**src/sv/mrc_pkg.sv**
```systemverilog
// shared types and constants of the modbus rtu response checker
`timescale 1ns / 1ps

package mrc_pkg;

   // command codes
   localparam logic CMD_BEGIN = 1'b0;
   localparam logic CMD_BYTE  = 1'b1;

   // status codes
   localparam logic [2:0] ST_OK         = 3'd0;
   localparam logic [2:0] ST_CRC        = 3'd1;
   localparam logic [2:0] ST_EXCEPTION  = 3'd2;
   localparam logic [2:0] ST_UNEXPECTED = 3'd3;
   localparam logic [2:0] ST_SHORT      = 3'd4;
   localparam logic [2:0] ST_OVERFLOW   = 3'd5;

   // function codes that carry data
   localparam logic [7:0] FC_READ_COILS     = 8'h01;
   localparam logic [7:0] FC_READ_DISCRETE  = 8'h02;
   localparam logic [7:0] FC_READ_HOLDING   = 8'h03;
   localparam logic [7:0] FC_READ_INPUT_REG = 8'h04;
   localparam logic [7:0] FC_EXCEPTION_BIT  = 8'h80;

   localparam logic [15:0] CRC_INIT = 16'hFFFF;
   localparam logic [15:0] CRC_POLY = 16'hA001;

   localparam int MAX_RESULTS = 64;
   localparam int MIN_FRAME   = 4;
   localparam int DATA_START  = 3;

   // one judged frame, handed from front to back
   typedef struct packed {
      logic [2:0] status;
      logic [5:0] items;
      logic       coils;
      logic [2:0] tail;
   } job_type;

   typedef enum logic [2:0] {
      BK_IDLE,
      BK_RD_HI,
      BK_RD_LO,
      BK_EMIT,
      BK_STATUS
   } back_state_type;

endpackage

```
**src/sv/mrc_req_if.sv**
```systemverilog
// request channel: begin commands and response bytes
`timescale 1ns / 1ps

interface mrc_req_if;
   logic        valid;
   logic        ready;
   logic        cmd;
   logic [7:0]  unit_id;
   logic [7:0]  func_id;
   logic [10:0] item_count;
   logic [7:0]  rx_byte;
   logic        rx_last;

   modport source (
      output valid, cmd, unit_id, func_id, item_count, rx_byte, rx_last,
      input  ready
   );
   modport sink (
      input  valid, cmd, unit_id, func_id, item_count, rx_byte, rx_last,
      output ready
   );
endinterface

```
**src/sv/mrc_front.sv**
```systemverilog
// front end: takes transactions, stores bytes, runs the crc and judges frames
`timescale 1ns / 1ps

module mrc_front #(
   parameter int FRAME_DEPTH = 64
) (
   input  logic                           clock,
   input  logic                           reset,
   mrc_req_if.sink                        req_chan,
   output logic                           wr_en,
   output logic [$clog2(FRAME_DEPTH)-1:0] wr_addr,
   output logic [7:0]                     wr_data,
   output logic                           push,
   output mrc_pkg::job_type               push_job,
   input  logic                           fifo_full,
   input  logic                           release_store
);
   import mrc_pkg::*;

   localparam int ADDR_W = $clog2(FRAME_DEPTH);
   localparam int LEN_W  = $clog2(FRAME_DEPTH + 1);

   logic [LEN_W-1:0] idx_ff, idx_in;
   logic [15:0]      crc_ff, crc_in;
   logic             ovf_ff, ovf_in;
   logic [7:0]       want_slave_ff, want_slave_in;
   logic [7:0]       want_func_ff, want_func_in;
   logic [10:0]      want_count_ff, want_count_in;
   logic [7:0]       b0_ff, b0_in, b1_ff, b1_in, b2_ff, b2_in;
   logic             judge_ff, judge_in;
   logic             lock_ff, lock_in;

   logic             accept;
   logic             has_room;
   logic             coils, regs;
   logic [11:0]      need, items;
   logic             short_data;
   job_type          verdict;

   function automatic logic [15:0] crc_feed(input logic [15:0] crc, input logic [7:0] b);
      logic [15:0] c;
      c = crc ^ {8'h00, b};
      for (int k = 0; k < 8; k++) begin
         c = c[0] ? ((c >> 1) ^ CRC_POLY) : (c >> 1);
      end
      return c;
   endfunction

   assign req_chan.ready = !judge_ff && !lock_ff;
   assign accept   = req_chan.valid && req_chan.ready;
   assign has_room = (idx_ff < LEN_W'(FRAME_DEPTH));

   assign wr_en   = accept && (req_chan.cmd == CMD_BYTE) && has_room;
   assign wr_addr = idx_ff[ADDR_W-1:0];
   assign wr_data = req_chan.rx_byte;

   // verdict of the closed frame, from registered state only
   always_comb begin
      coils = (want_func_ff == FC_READ_COILS) || (want_func_ff == FC_READ_DISCRETE);
      regs  = (want_func_ff == FC_READ_HOLDING) || (want_func_ff == FC_READ_INPUT_REG);
      need  = coils ? 12'((13'(want_count_ff) + 13'd7) >> 3) : {want_count_ff, 1'b0};
      items = coils ? need : {1'b0, want_count_ff};
      short_data = ({4'h0, b2_ff} < need) || (13'(idx_ff) < (13'd5 + 13'(need)));

      verdict.status = ST_OK;
      verdict.items  = 6'd0;
      verdict.coils  = coils;
      verdict.tail   = want_count_ff[2:0];
      priority if (ovf_ff) begin
         verdict.status = ST_OVERFLOW;
      end else if (idx_ff < LEN_W'(MIN_FRAME)) begin
         verdict.status = ST_UNEXPECTED;
      end else if (crc_ff != 16'h0000) begin
         verdict.status = ST_CRC;
      end else if (b1_ff == (want_func_ff | FC_EXCEPTION_BIT)) begin
         verdict.status = ST_EXCEPTION;
      end else if ((b0_ff != want_slave_ff) || (b1_ff != want_func_ff)) begin
         verdict.status = ST_UNEXPECTED;
      end else if (!coils && !regs) begin
         verdict.status = ST_OK;
      end else if (short_data) begin
         verdict.status = ST_SHORT;
      end else if (items > 12'(MAX_RESULTS - 1)) begin
         verdict.status = ST_OVERFLOW;
      end else begin
         verdict.items = items[5:0];
      end
   end

   assign push     = judge_ff && !fifo_full;
   assign push_job = verdict;

   always_comb begin
      idx_in        = idx_ff;
      crc_in        = crc_ff;
      ovf_in        = ovf_ff;
      want_slave_in = want_slave_ff;
      want_func_in  = want_func_ff;
      want_count_in = want_count_ff;
      b0_in         = b0_ff;
      b1_in         = b1_ff;
      b2_in         = b2_ff;
      judge_in      = judge_ff;
      lock_in       = lock_ff && !release_store;

      if (accept) begin
         if (req_chan.cmd == CMD_BEGIN) begin
            want_slave_in = req_chan.unit_id;
            want_func_in  = req_chan.func_id;
            want_count_in = req_chan.item_count;
            idx_in        = '0;
            crc_in        = CRC_INIT;
            ovf_in        = 1'b0;
         end else begin
            if (has_room) begin
               idx_in = idx_ff + LEN_W'(1);
               crc_in = crc_feed(crc_ff, req_chan.rx_byte);
               if (idx_ff == LEN_W'(0)) b0_in = req_chan.rx_byte;
               if (idx_ff == LEN_W'(1)) b1_in = req_chan.rx_byte;
               if (idx_ff == LEN_W'(2)) b2_in = req_chan.rx_byte;
            end else begin
               ovf_in = 1'b1;
            end
            judge_in = req_chan.rx_last;
         end
      end

      // frame closes once its verdict is queued
      if (push) begin
         judge_in = 1'b0;
         idx_in   = '0;
         crc_in   = CRC_INIT;
         ovf_in   = 1'b0;
         if ((verdict.status == ST_OK) && (verdict.items != 6'd0)) begin
            lock_in = 1'b1;
         end
      end
   end

   always_ff @(posedge clock) begin
      if (reset) begin
         idx_ff        <= '0;
         crc_ff        <= CRC_INIT;
         ovf_ff        <= 1'b0;
         want_slave_ff <= 8'h00;
         want_func_ff  <= 8'h00;
         want_count_ff <= 11'd0;
         judge_ff      <= 1'b0;
         lock_ff       <= 1'b0;
      end else begin
         idx_ff        <= idx_in;
         crc_ff        <= crc_in;
         ovf_ff        <= ovf_in;
         want_slave_ff <= want_slave_in;
         want_func_ff  <= want_func_in;
         want_count_ff <= want_count_in;
         judge_ff      <= judge_in;
         lock_ff       <= lock_in;
      end
      b0_ff <= b0_in;
      b1_ff <= b1_in;
      b2_ff <= b2_in;
   end

endmodule

```
**src/flat_wrapper.sv**
```systemverilog
// flat-port wrapper written by rule: the top's interface ports become plain ports
module mrc_front_flat import mrc_pkg::*;
#(
   parameter int FRAME_DEPTH = 64
)
  (clock, reset, wr_en, wr_addr, wr_data, push, push_job, fifo_full, release_store, req_chan_valid, req_chan_cmd, req_chan_unit_id, req_chan_func_id, req_chan_item_count, req_chan_rx_byte, req_chan_rx_last, req_chan_ready);
  mrc_req_if req_chan_i ();
  input  logic clock;
  input  logic reset;
  output logic wr_en;
  output logic [$clog2(FRAME_DEPTH)-1:0] wr_addr;
  output logic [7:0] wr_data;
  output logic push;
  output mrc_pkg::job_type push_job;
  input  logic fifo_full;
  input  logic release_store;
  input wire logic [$bits(req_chan_i.valid)-1:0] req_chan_valid;
  input wire logic [$bits(req_chan_i.cmd)-1:0] req_chan_cmd;
  input wire logic [$bits(req_chan_i.unit_id)-1:0] req_chan_unit_id;
  input wire logic [$bits(req_chan_i.func_id)-1:0] req_chan_func_id;
  input wire logic [$bits(req_chan_i.item_count)-1:0] req_chan_item_count;
  input wire logic [$bits(req_chan_i.rx_byte)-1:0] req_chan_rx_byte;
  input wire logic [$bits(req_chan_i.rx_last)-1:0] req_chan_rx_last;
  output wire logic [$bits(req_chan_i.ready)-1:0] req_chan_ready;
  assign req_chan_i.valid = req_chan_valid;
  assign req_chan_i.cmd = req_chan_cmd;
  assign req_chan_i.unit_id = req_chan_unit_id;
  assign req_chan_i.func_id = req_chan_func_id;
  assign req_chan_i.item_count = req_chan_item_count;
  assign req_chan_i.rx_byte = req_chan_rx_byte;
  assign req_chan_i.rx_last = req_chan_rx_last;
  assign req_chan_ready = req_chan_i.ready;
  mrc_front #(.FRAME_DEPTH(FRAME_DEPTH)) u_core (.clock(clock), .reset(reset), .req_chan(req_chan_i), .wr_en(wr_en), .wr_addr(wr_addr), .wr_data(wr_data), .push(push), .push_job(push_job), .fifo_full(fifo_full), .release_store(release_store));
endmodule
```
**config.mk**
```make
export PLATFORM = sky130hd
export DESIGN_NAME = mrc_front_flat
export DESIGN_NICKNAME = d
export VERILOG_FILES = /design/src/sv/mrc_pkg.sv /design/src/sv/mrc_req_if.sv /design/src/sv/mrc_front.sv /design/src/flat_wrapper.sv
export SDC_FILE = /design/constraint.sdc
export NUM_CORES = 1
export LEC_CHECK = 0
export BUFFER_PORTS_ARGS = -buffer_cell sky130_fd_sc_hd__buf_4
export CAP_MARGIN = 25
export CORE_MARGIN = 3
export CORE_UTILIZATION = 30
export DETAILED_ROUTE_END_ITERATION = 7
export GPL_TIMING_DRIVEN = 0
export PLACE_DENSITY = 0.53
export SLEW_MARGIN = 20
export SYNTH_ARGS = -nofsm -noshare
export SYNTH_HDL_FRONTEND = slang
export SYNTH_SLANG_ARGS = --single-unit
```
**constraint.sdc**
```tcl
create_clock -name clock -period 13.8 [get_ports clock]
set_input_delay 2.76 -clock clock [delete_from_list [all_inputs] [get_ports clock]]
set_output_delay 2.76 -clock clock [all_outputs]
set_load 0.02 [all_outputs]
```
==> metrics.md, run 1 <==
| Metric | Value |
|---|---|
| Status | `complete, no violations` |
| CP Class | `reg2out` |
| Setup Fix Bufs, Post-CTS | `0` |
| Power Total | `0.617 mW` |
| Slowest cell on the critical path | `nor4_1` |
| Final Util | `0.387` |
| First-pass GRT wire length | `19.0 mm` |
| Clock skew | `0.00783 ns` |
| Max_cap viols | `0` |
| # port buffers | `71` |
| Final worst path period need | `7.85 ns` |
| Critical Path Sink Type | `output port` |
| Synth Warn # | `0` |
| Maximum number of pins on one net before global-route repair | `17` |
| Prevailing post-synth register cell | `dfxtp_1` |
| Via Count | `3881` |
| Die ar. | `15900 sq um` |
| Core area | `14000 sq um` |
| CP Launch Type | `register` |
| Final nets | `647` |
| Worst path max stage delay | `0.51 ns` |
| Post-route cell area | `5410 sq um` |
| Chip width | `126 um` |
| Tot GR Track Use | `0.149` |
| Starting Density | `0.310` |
| Post-synthesis average cell area | `8.59 sq um` |
| Die height | `126 um` |
| Initial DRT Pass Iterations | `6` |
| Count of filler cells inserted in the layout | `1445` |
| Seq cells post-synth | `77` |
| Cell-internal power | `0.441 mW` |
| Syn Inst Count | `505` |
| Gp weighted congestion | `0.845` |
| Crit path max fanout | `10` |
| Count of different cell masters after synthesis | `61` |
| Most used cell, CP | `ha_1` |
| Multi-input gate area | `2260 sq um` |
| Worst R2R Start | `u_core.want_func_ff[7]` |
| Pwr dens | `114 nW/um^2` |
| Layout cell share with drive strength beyond 1 | `0.209` |
| Arr. time, crit path | `5.09 ns` |
| P_leak | `2.16 nW` |
| GRT overflow | `0` |
| WHS Path Cells | `2` |
| Worst Hold Path EP | `u_core.want_slave_ff[1]` |
| Post-route ant nets | `0` |
| Cts bufs inserted | `9` |
| DRT iter0 DRCs | `302` |
| Slew headroom | `0.315` |
| Sw frac | `0.285` |
| Switching power | `0.176 mW` |
| Synth top area share | `0.245` |
| Max-slew violation count | `0` |
| Synth top area cells | `dfxtp_1 24%, edfxtp_1 17%, nand2_1 8.0%` |
| RSZ-0062 raised after global routing | `no` |
| Worst R2R End | `u_core.lock_ff` |
| H-tree Lvls | `3` |
| EDFF count, synth | `24` |
| Final hold viol count | `0` |
| FMAX | `127 MHz` |
| Min Hold Slack | `0.471 ns` |
| Peak supply drop | `0.0519 mV` |
| Comb power frac | `0.187` |
| Post-synth top cells | `92 x nand2_1, 53 x dfxtp_1, 48 x a21oi_1` |
| Worst path required time | `11.04 ns` |
| Clk pwr share | `0.404` |
| Crit path cell chain | `nor4_1, nand3_2, inv_2, buf_1, nand2_1, o21a_1, ha_1, inv_1, a21oi_1, xnor2_1, ha_1, a211oi_1, a31oi_1, or2_2, o221ai_1, a21o_1, nor3_1, o41ai_1, buf_4` |
| Post-route DRC | `0` |
| Hold Crit Start | `u_core.want_slave_ff[1]` |
| Post-cts sizing count | `0` |
| Hold Crit Class | `reg2reg` |
| Post-Syn Area | `4340 sq um` |
| Clk_lat worst skew | `0.34 ns` |
| Area Growth Syn to Fin | `24.7%` |
| Slew @ Worst Pin | `1.00 ns` |
| Hold_buf cts | `0` |
| Worst-path clk slew | `0.07 ns` |
| IO Pins | `72` |
| Vias per cell | `5.03` |
| CTS tree | `yes` |
| Clock Path Buffers | `2` |
| WL/cell | `15.5 um` |
| R2R Setup Slk | `9.29 ns` |
| Setup TNS | `0 ns` |
| CTS Root Cell | `clkbuf_16` |
| Final period util | `0.569` |
| Antenna violations before repair | `0` |
| Area post-placement | `5100 sq um` |
| Seq. cell area | `1780 sq um` |
| Cell taking the most area after synthesis | `dfxtp_1` |
| Total Wirelength | `12.0 mm` |
| Power share of the sequential group | `0.409` |
| Post-Syn Nets | `565` |
| Placed wire-length estimate | `9.15 mm` |
| Row Count | `43` |
| Final Setup Violations | `0` |
| Async set-reset flop share out of synthesis | `0` |
| Vias in the first global route | `3760` |
| Clock sinks | `77` |
| Sequential element share of the synthesized area | `0.411` |
| Ant diodes | `0` |
| R2r worst-path depth | `18` |
| Most frequent cell after synthesis | `nand2_1` |
## worst max-delay path, delay by kind of cell, from the launching register on
kind	cells	cell delay, ns
xor gates and xnor gates	1	0.17
and+or+nand+nor	5	1.26
buffers and inverters	4	0.92
DFF	1	0.35
adders and majority gates	2	0.58
AOI/OAI and AO/OA	7	1.46
## how the worst max path moves through the flow
| stage | depth (start not counted) | end | slack (ns) | startpoint |
|---|---|---|---|---|
| 2_1_floorplan | 18 | push_job[12] | 7.00 | u_core.want_func_ff[7] |
| 3_3_place_gp | 19 | push_job[12] | 6.47 | u_core.want_func_ff[2] |
| 3_5_place_dp | 19 | push_job[12] | 6.39 | u_core.want_func_ff[2] |
| 4_1_cts | 19 | push_job[12] | 5.97 | u_core.want_func_ff[2] |
| 5_1_grt | 19 | push_job[9] | 5.68 | u_core.want_func_ff[2] |
| 6_report | 19 | push_job[12] | 5.95 | u_core.want_func_ff[7] |
## kinds of logic after synthesis
family | Yosys count | share of synthesized area
multiplexers | 2 | 0.00462
XOR/XNOR | 46 | 0.0960
AO/OA/AOI/OAI | 104 | 0.147
adder cells (fa/ha/maj) | 18 | 0.0519
flip-flops | 77 | 0.411
buffers and inverters | 57 | 0.0672
AND/OR/NAND/NOR | 201 | 0.222
## sequential cells by signal (all words and copies together), names as in the netlist, 7 cells and up
signal / flops
u_core.crc_ff: 16
u_core.want_count_ff: 11
u_core.b0_ff: 8
u_core.b1_ff: 8
u_core.b2_ff: 8
u_core.want_func_ff: 8
u_core.want_slave_ff: 8
u_core.idx_ff: 7
## through the flow
step	instances	setup slack [ns]
floorplan	505	7.00
global placement	756	6.47
detailed placement	756	6.39
CTS	772	5.97
global route	772	5.68
finish	772	5.95
## placed cells by master (no fill, tap or decap), types with 6 or more instances in the layout
master / synthesis / final
o21ai_0: 19 / 19
edfxtp_1: 24 / 24
clkbuf_1: 13 / 13
nor4_1: 10 / 10
buf_4: 18 / 89
xnor2_1: 29 / 29
nor2_1: 37 / 37
nand2_1: 92 / 92
clkbuf_16: 0 / 9
nand3_1: 18 / 18
and3_1: 6 / 6
a21oi_1: 48 / 48
inv_1: 12 / 12
nor3_1: 6 / 6
dfxtp_1: 53 / 53
xor2_1: 16 / 16
ha_1: 18 / 18
## final cells by class
type                            count  share of cell area
Tap cell                          180              0.0416
Clock buffer                        9              0.0416
Clock inverter                      7              0.0166
Inverter                           13             0.00902
Sequential cell                    77               0.329
Timing Repair Buffer               71              0.0985
Multi-Input combinational cell    371               0.418
Buffer                             44              0.0449
## power groups by stage
| stage | Combinational (mW) | Sequential, mW | Clock, mW |
|---|---|---|---|
| after floorplan | 0.0815 | 0.255 | 0 |
| after global placement | 0.113 | 0.257 | 0 |
| after detailed placement | 0.115 | 0.257 | 0 |
| after CTS | 0.116 | 0.252 | 0.257 |
| after global routing | 0.128 | 0.254 | 0.263 |
| final | 0.115 | 0.252 | 0.250 |
## routing by layer
metal	GRT usage	part of all wire	wire, um	vias up
li1	-	-	-	1920
met1	0.198	0.46	5540	1811
met2	0.235	0.46	5460	123
met3	0.0352	0.059	711	27
met4	0.0593	0.020	241	0
met5	0	0	0	-
No activity file was read; power rests on OpenSTA's default activity.
==> run 2: changes to the inputs <==
--- a/config.mk
+++ b/config.mk
@@ -11,7 +11,7 @@
 export CORE_UTILIZATION = 30
 export DETAILED_ROUTE_END_ITERATION = 7
 export GPL_TIMING_DRIVEN = 0
-export PLACE_DENSITY = 0.53
+export PLACE_DENSITY = 0.55
 export SLEW_MARGIN = 20
 export SYNTH_ARGS = -nofsm -noshare
 export SYNTH_HDL_FRONTEND = slang
==> constraint.sdc (replaced) <==
create_clock -name clock -period 6.3 [get_ports clock]
set_input_delay 1.26 -clock clock [delete_from_list [all_inputs] [get_ports clock]]
set_output_delay 1.26 -clock clock [all_outputs]
set_load 0.02 [all_outputs]
==> metrics.md, run 2 (synthesis gave the netlist of run 1 again) <==
| Metric | Value |
|---|---|
| Status | `complete, no violations` |
| Placed wire-length estimate | `9.14 mm (-0.12%)` |
| Crit path cell chain | `nor4_1, nand3_2, inv_2, and3_4, ha_1, inv_1, a21oi_1, nand3_1, xnor2_1, ha_1, o21ai_0, a31oi_1, or2_2, o221ai_1, a21o_1, o41ai_1, buf_4` |
| CP Launch Type | `register` |
| Gp weighted congestion | `0.865 (+2.4%)` |
| Row Count | `43 (unchanged)` |
| Hold_buf cts | `0 (unchanged)` |
| Maximum number of pins on one net before global-route repair | `14 (-3)` |
| Vias in the first global route | `3755 (-0.13%)` |
| Slowest cell on the critical path | `o41ai_1` |
| Crit path max fanout | `17 (+7)` |
| Most used cell, CP | `ha_1` |
| Gr busiest metal | `met2` |
| Max_cap viols | `0 (unchanged)` |
| Final worst path period need | `5.91 ns` |
| Hold Crit Class | `reg2reg` |
| WL/cell | `15.3 um (-0.92%)` |
| Cts bufs inserted | `9 (unchanged)` |
| FMAX | `169 MHz` |
| First-pass GRT wire length | `18.9 mm (-0.44%)` |
| Clock Path Buffers | `2 (unchanged)` |
| Count of filler cells inserted in the layout | `1440 (-0.35%)` |
| Layout cell share with drive strength beyond 1 | `0.208 (-0.00134)` |
| Setup Fix Bufs, Post-CTS | `0 (unchanged)` |
| Top flop regs | `u_core.crc_ff: 16 flops, u_core.want_count_ff: 11 flops` |
| CP Class | `reg2out` |
| Worst path required time | `5.04 ns (-6.00 ns)` |
| Via Count | `3855 (-0.67%)` |
| Initial DRT Pass Iterations | `6 (unchanged)` |
| Peak supply drop | `0.163 mV (+210%)` |
| Pwr dens | `270 nW/um^2 (+140%)` |
| Total Wirelength | `11.8 mm (-1.0%)` |
| CTS Root Cell | `clkbuf_16` |
| Clock skew | `0.00681 ns (-0.00102 ns)` |
| CP top delay family | `compound AO/OA/AOI/OAI gates` |
| Met3 Use GR | `0.0407 (+0.00551)` |
| Max-slew violation count | `0 (unchanged)` |
| Antenna violations before repair | `0 (unchanged)` |
| Chip width | `126 um (unchanged)` |
| Starting Density | `0.310 (unchanged)` |
| Most common cell after layout, fill and taps aside | `nand2_1` |
| Final Setup Violations | `0 (unchanged)` |
| Critical Path Sink Type | `output port` |
| Worst path max stage delay | `0.64 ns (+0.13 ns)` |
| Tot GR Track Use | `0.148 (-0.00122)` |
| Finished Layout Cells | `771 (-0.13%)` |
| Arr. time, crit path | `4.65 ns (-0.44 ns)` |
| Placed insts | `756 (unchanged)` |
| Core area | `14000 sq um (unchanged)` |
| P_leak | `2.19 nW (+1.4%)` |
| Area Growth Syn to Fin | `26.3%` |
| Met2 Use GR | `0.241 (+0.00563)` |
| RSZ-0062 raised after global routing | `no` |
| Post-cts sizing count | `0 (unchanged)` |
| Clk_lat worst skew | `0.34 ns (about the same)` |
| DRT iter0 DRCs | `350 (+16%)` |
| Slew @ Worst Pin | `0.848 ns (-0.154 ns)` |
| Buf/Inv on CP | `3 (-1)` |
| H-tree Lvls | `3 (unchanged)` |
| Worst-path clk slew | `0.06 ns (about the same)` |
| Min Hold Slack | `0.471 ns (+0.000737 ns)` |
| Largest register FFs | `16 (unchanged)` |
| Final hold viol count | `0 (unchanged)` |
| Vias per cell | `5.00 (-0.54%)` |
| GRT overflow | `0 (unchanged)` |
| Ant diodes | `0 (unchanged)` |
| Post-route ant nets | `0 (unchanged)` |
| CTS tree | `yes` |
| Clock sinks | `77 (unchanged)` |
| IO Pins | `72 (unchanged)` |
| Die ar. | `15900 sq um (unchanged)` |
| Setup TNS | `0 ns (unchanged)` |
| Final nets | `646 (-0.15%)` |
| Final period util | `0.937` |
| Power Total | `1.48 mW (+140%)` |
| Commonest non-fill, non-tap cells in the layout | `92 x nand2_1, 89 x buf_4, 53 x dfxtp_1` |
| # port buffers | `71 (unchanged)` |
| GR Util met1 | `0.193 (-0.00516)` |
| Most flop-heavy register | `u_core.crc_ff` |
| Slew headroom | `0.420 (+0.105)` |
| Post-route DRC | `0 (unchanged)` |
| Die height | `126 um (unchanged)` |
==> run 2: cell count changes in the layout (fill, tap and decap cells not counted) <==
cell	previous run	this run
buf_1	5	4
clkinv_4	2	1
bufinv_16	1	5
inv_6	1	0
inv_8	3	0
clkbuf_1	13	14
==> run 2: where the power goes <==
| part | internal, mW | total (mW) | switching (mW) |
|---|---|---|---|
| logic | 0.115 | 0.252 | 0.137 |
| clock network | 0.468 | 0.673 | 0.205 |
| registers | 0.534 | 0.553 | 0.0188 |
| total | 1.12 | 1.48 | 0.361 |
==> run 2: final cells by class <==
| cell class | count | area, sq um | area share |
|---|---|---|---|
| buffer | 43 | 239 | 0.0436 |
| multi-input combinational | 371 | 2260 | 0.413 |
| timing repair buffer | 71 | 533 | 0.0973 |
| clock inverter | 6 | 159 | 0.0290 |
| tap | 180 | 225 | 0.0411 |
| clock buffer | 10 | 229 | 0.0418 |
| sequential | 77 | 1780 | 0.325 |
| inverter | 13 | 48.8 | 0.00890 |
==> run 2: final timing paths <==
check / from / to / slack [ns] / depth (start not counted)
worst max register to register: u_core.want_func_ff[2] / u_core.lock_ff / 2.19 / 17
worst min-delay path: u_core.want_slave_ff[0] / u_core.want_slave_ff[0] / 0.47 / 2
worst max-delay path: u_core.want_func_ff[2] / push_job[10] / 0.39 / 17
worst min register to register: u_core.want_slave_ff[0] / u_core.want_slave_ff[0] / 0.47 / 2
==> run 2: metal layers <==
metal | part of all wire | wire length (um)
met5 | 0 | 0
met2 | 0.47 | 5540
met1 | 0.45 | 5350
met4 | 0.011 | 133
met3 | 0.068 | 809
==> run 2: per-stage QoR <==
stage | utilization | worst slack (ns) | cell area [sq um]
4_1_cts | 0.392 | 0.0961 | 5480
2_1_floorplan | - | 1.00 | 4340
3_5_place_dp | 0.364 | 0.481 | 5100
6_report | 0.392 | 0.394 | 5480
3_3_place_gp | 0.364 | 0.501 | 5100
5_1_grt | 0.392 | 0.0995 | 5480
==> run 2: tightest hold or removal path: cells and delay by family (launching register included) <==
kind	cells	cell delay [ns]
AO/OA/AOI/OAI	1	0.05
AND/OR/NAND/NOR	1	0.06
flip-flops	1	0.32
==> run 3: changes to the inputs <==
--- a/config.mk
+++ b/config.mk
@@ -7,11 +7,13 @@
 export LEC_CHECK = 0
 export BUFFER_PORTS_ARGS = -buffer_cell sky130_fd_sc_hd__buf_4
 export CAP_MARGIN = 25
+export CELL_PAD_IN_SITES_DETAIL_PLACEMENT = 2
+export CELL_PAD_IN_SITES_GLOBAL_PLACEMENT = 2
 export CORE_MARGIN = 3
 export CORE_UTILIZATION = 30
 export DETAILED_ROUTE_END_ITERATION = 7
 export GPL_TIMING_DRIVEN = 0
-export PLACE_DENSITY = 0.55
+export PLACE_DENSITY = 0.8
 export SLEW_MARGIN = 20
 export SYNTH_ARGS = -nofsm -noshare
 export SYNTH_HDL_FRONTEND = slang
==> metrics.md, run 3 (synthesis gave the netlist of run 1 again) <==
| Metric | Value |
|---|---|
| Final Util | `0.385 (-0.00716)` |
| DRT iter0 DRCs | `212 (-39%)` |
| Clock skew | `0.0112 ns (+0.00437 ns)` |
| Die height | `126 um (unchanged)` |
| FMAX | `167 MHz (-1.4%)` |
| Slew headroom | `0.468 (+0.0479)` |
| Vias per cell | `5.22 (+4.4%)` |
| Placed wire-length estimate | `11.7 mm (+28%)` |
| Peak supply drop | `0.122 mV (-25%)` |
| Row Count | `43 (unchanged)` |
| Final hold viol count | `0 (unchanged)` |
| Worst R2R Start | `u_core.want_func_ff[7]` |
| Power Total | `1.32 mW (-11%)` |
| WL/cell | `20.0 um (+30%)` |
| Top flop regs | `u_core.crc_ff: 16 flops, u_core.want_count_ff: 11 flops` |
| IO Pins | `72 (unchanged)` |
| Arr. time, crit path | `4.73 ns (+0.08 ns)` |
| CP Launch Type | `register` |
| Crit path cell chain | `nor4_1, nand3_2, clkinv_2, and3_4, ha_1, inv_1, a21oi_1, xnor2_1, ha_1, a211oi_1, a31oi_1, or2_2, o221ai_1, a21o_1, nor3_1, o41ai_1, buf_4` |
| Total Wirelength | `15.5 mm (+31%)` |
| Max-slew violation count | `0 (unchanged)` |
| Pwr dens | `245 nW/um^2 (-9.3%)` |
| Cts bufs inserted | `9 (unchanged)` |
| P_leak | `2.15 nW (-2.0%)` |
| Max_cap viols | `0 (unchanged)` |
| Maximum number of pins on one net before global-route repair | `18 (+4)` |
| Final period util | `0.951 (+0.0134)` |
| Final nets | `648 (+0.31%)` |
| Area Growth Syn to Fin | `24.0%` |
| CTS tree | `yes` |
| Most used cell, CP | `ha_1` |
| Starting Density | `0.310 (unchanged)` |
| First-pass GRT wire length | `24.7 mm (+31%)` |
| Clock Path Buffers | `2 (unchanged)` |
| Hold Crit Start | `u_core.want_slave_ff[3]` |
| Slowest cell on the critical path | `nor4_1` |
| Most common cell after layout, fill and taps aside | `nand2_1` |
| R2R Setup Slk | `1.91 ns (-0.28 ns)` |
| H-tree Lvls | `3 (unchanged)` |
| WHS Path Cells | `2 (unchanged)` |
| Tot GR Track Use | `0.199 (+0.0504)` |
| Worst Hold Path EP | `u_core.want_slave_ff[3]` |
| Antenna violations before repair | `0 (unchanged)` |
| Status | `complete, no violations` |
| Commonest non-fill, non-tap cells in the layout | `92 x nand2_1, 91 x buf_4, 53 x dfxtp_1` |
| Core area | `14000 sq um (unchanged)` |
| Clk_lat worst skew | `0.35 ns (about the same)` |
| CTS Root Cell | `clkbuf_16` |
| Largest register FFs | `16 (unchanged)` |
| Clock sinks | `77 (unchanged)` |
| Worst R2R End | `u_core.lock_ff` |
| R2r worst-path depth | `18 (+1)` |
| Worst path max stage delay | `0.46 ns (-0.18 ns)` |
| Vias in the first global route | `4427 (+18%)` |
| Critical Path Sink Type | `output port` |
| CP Class | `reg2out` |
| Hold Crit Class | `reg2reg` |
| Gp weighted congestion | `0.875 (+1.2%)` |
| Layout cell share with drive strength beyond 1 | `0.209 (+0.000984)` |
| Crit path max fanout | `17 (unchanged)` |
| GRT overflow | `0 (unchanged)` |
| Ant diodes | `0 (unchanged)` |
| Worst-path clk slew | `0.06 ns (about the same)` |
| Finished Layout Cells | `773 (+0.26%)` |
| Placed insts | `756 (unchanged)` |
| Post-route DRC | `0 (unchanged)` |
| Post-route ant nets | `0 (unchanged)` |
| Die ar. | `15900 sq um (unchanged)` |
| Worst path required time | `5.04 ns (about the same)` |
| Initial DRT Pass Iterations | `4 (-2)` |
| Final Setup Violations | `0 (unchanged)` |
| Chip width | `126 um (unchanged)` |
| Most flop-heavy register | `u_core.crc_ff` |
| Final worst path period need | `5.99 ns (+0.0846 ns)` |
| Crit. Startpoint | `u_core.want_func_ff[7]` |
| Slew @ Worst Pin | `0.778 ns (-0.0701 ns)` |
| # port buffers | `71 (unchanged)` |
| Via Count | `4035 (+4.7%)` |
run 3: cell types whose count changed in the layout (fill, tap and decap cells not counted), sizes merged:
cell,previous run,this run
clkinv,1,6
buf,98,100
bufinv,5,0
run 3: where the power goes:
group	internal, mW	leakage, nW	switching [mW]
Clock	0.267	0.132	0.228
Sequential	0.534	0.651	0.0207
Combinational	0.116	1.36	0.152
run 3: worst max path at each step:
stage,to,slack (ns),cells after the start
2_1_floorplan,push_job[12],1.00,18
3_3_place_gp,push_job[9],0.42,19
3_5_place_dp,push_job[9],0.28,19
4_1_cts,push_job[9],0.17,18
5_1_grt,push_job[12],-0.02,17
6_report,push_job[12],0.31,17
run 3: repair_timing:
action | 4_1_cts | 5_1_grt
pin swaps | 0 | 1
hold buffers | 0 | 0
gates resized for setup | 0 | 2
setup buffers | 0 | 2
endpoints found under the setup margin | 7 | 7
gates cloned | 0 | 0
hold endpoints to repair | 0 | 0
run 3: metal layers:
metal,share of wire,wire length [um],vias up,global-route usage
met5,0,0,-,0
met4,0.017,268,0,0.0593
met3,0.033,507,20,0.0517
met1,0.44,6730,2036,0.244
met2,0.51,7950,61,0.342
li1,-,-,1918,-
run 3: through the flow:
step / worst slack, ns / cell area [sq um] / hold slack (ns) / TNS, ns
6_report: 0.310 / 5380 / 0.484 / 0
5_1_grt: -0.0243 / 5380 / 0.512 / -0.0243
4_1_cts: 0.168 / 5360 / 0.483 / 0
3_5_place_dp: 0.275 / 5100 / 0.471 / 0
3_3_place_gp: 0.423 / 5100 / 0.466 / 0
2_1_floorplan: 1.00 / 4340 / 0.448 / 0
run 3: final cells by class:
cell class / count / area [sq um]
clock buffer: 10 / 229
multi-input combinational: 371 / 2270
timing repair buffer: 73 / 548
sequential: 77 / 1780
buffer: 43 / 239
fill: 1567 / 8610
clock inverter: 6 / 38.8
inverter: 13 / 50.0
tap: 180 / 225
run 3: worst max-delay path: cells and delay by family, from the launching register on:
family,cells,cell delay (ns)
buffers and inverters,3,0.58
flip-flops,1,0.36
AO/OA/AOI/OAI,6,1.33
AND/OR/NAND/NOR,5,1.40
XOR/XNOR,1,0.17
adder cells (fa/ha/maj),2,0.52
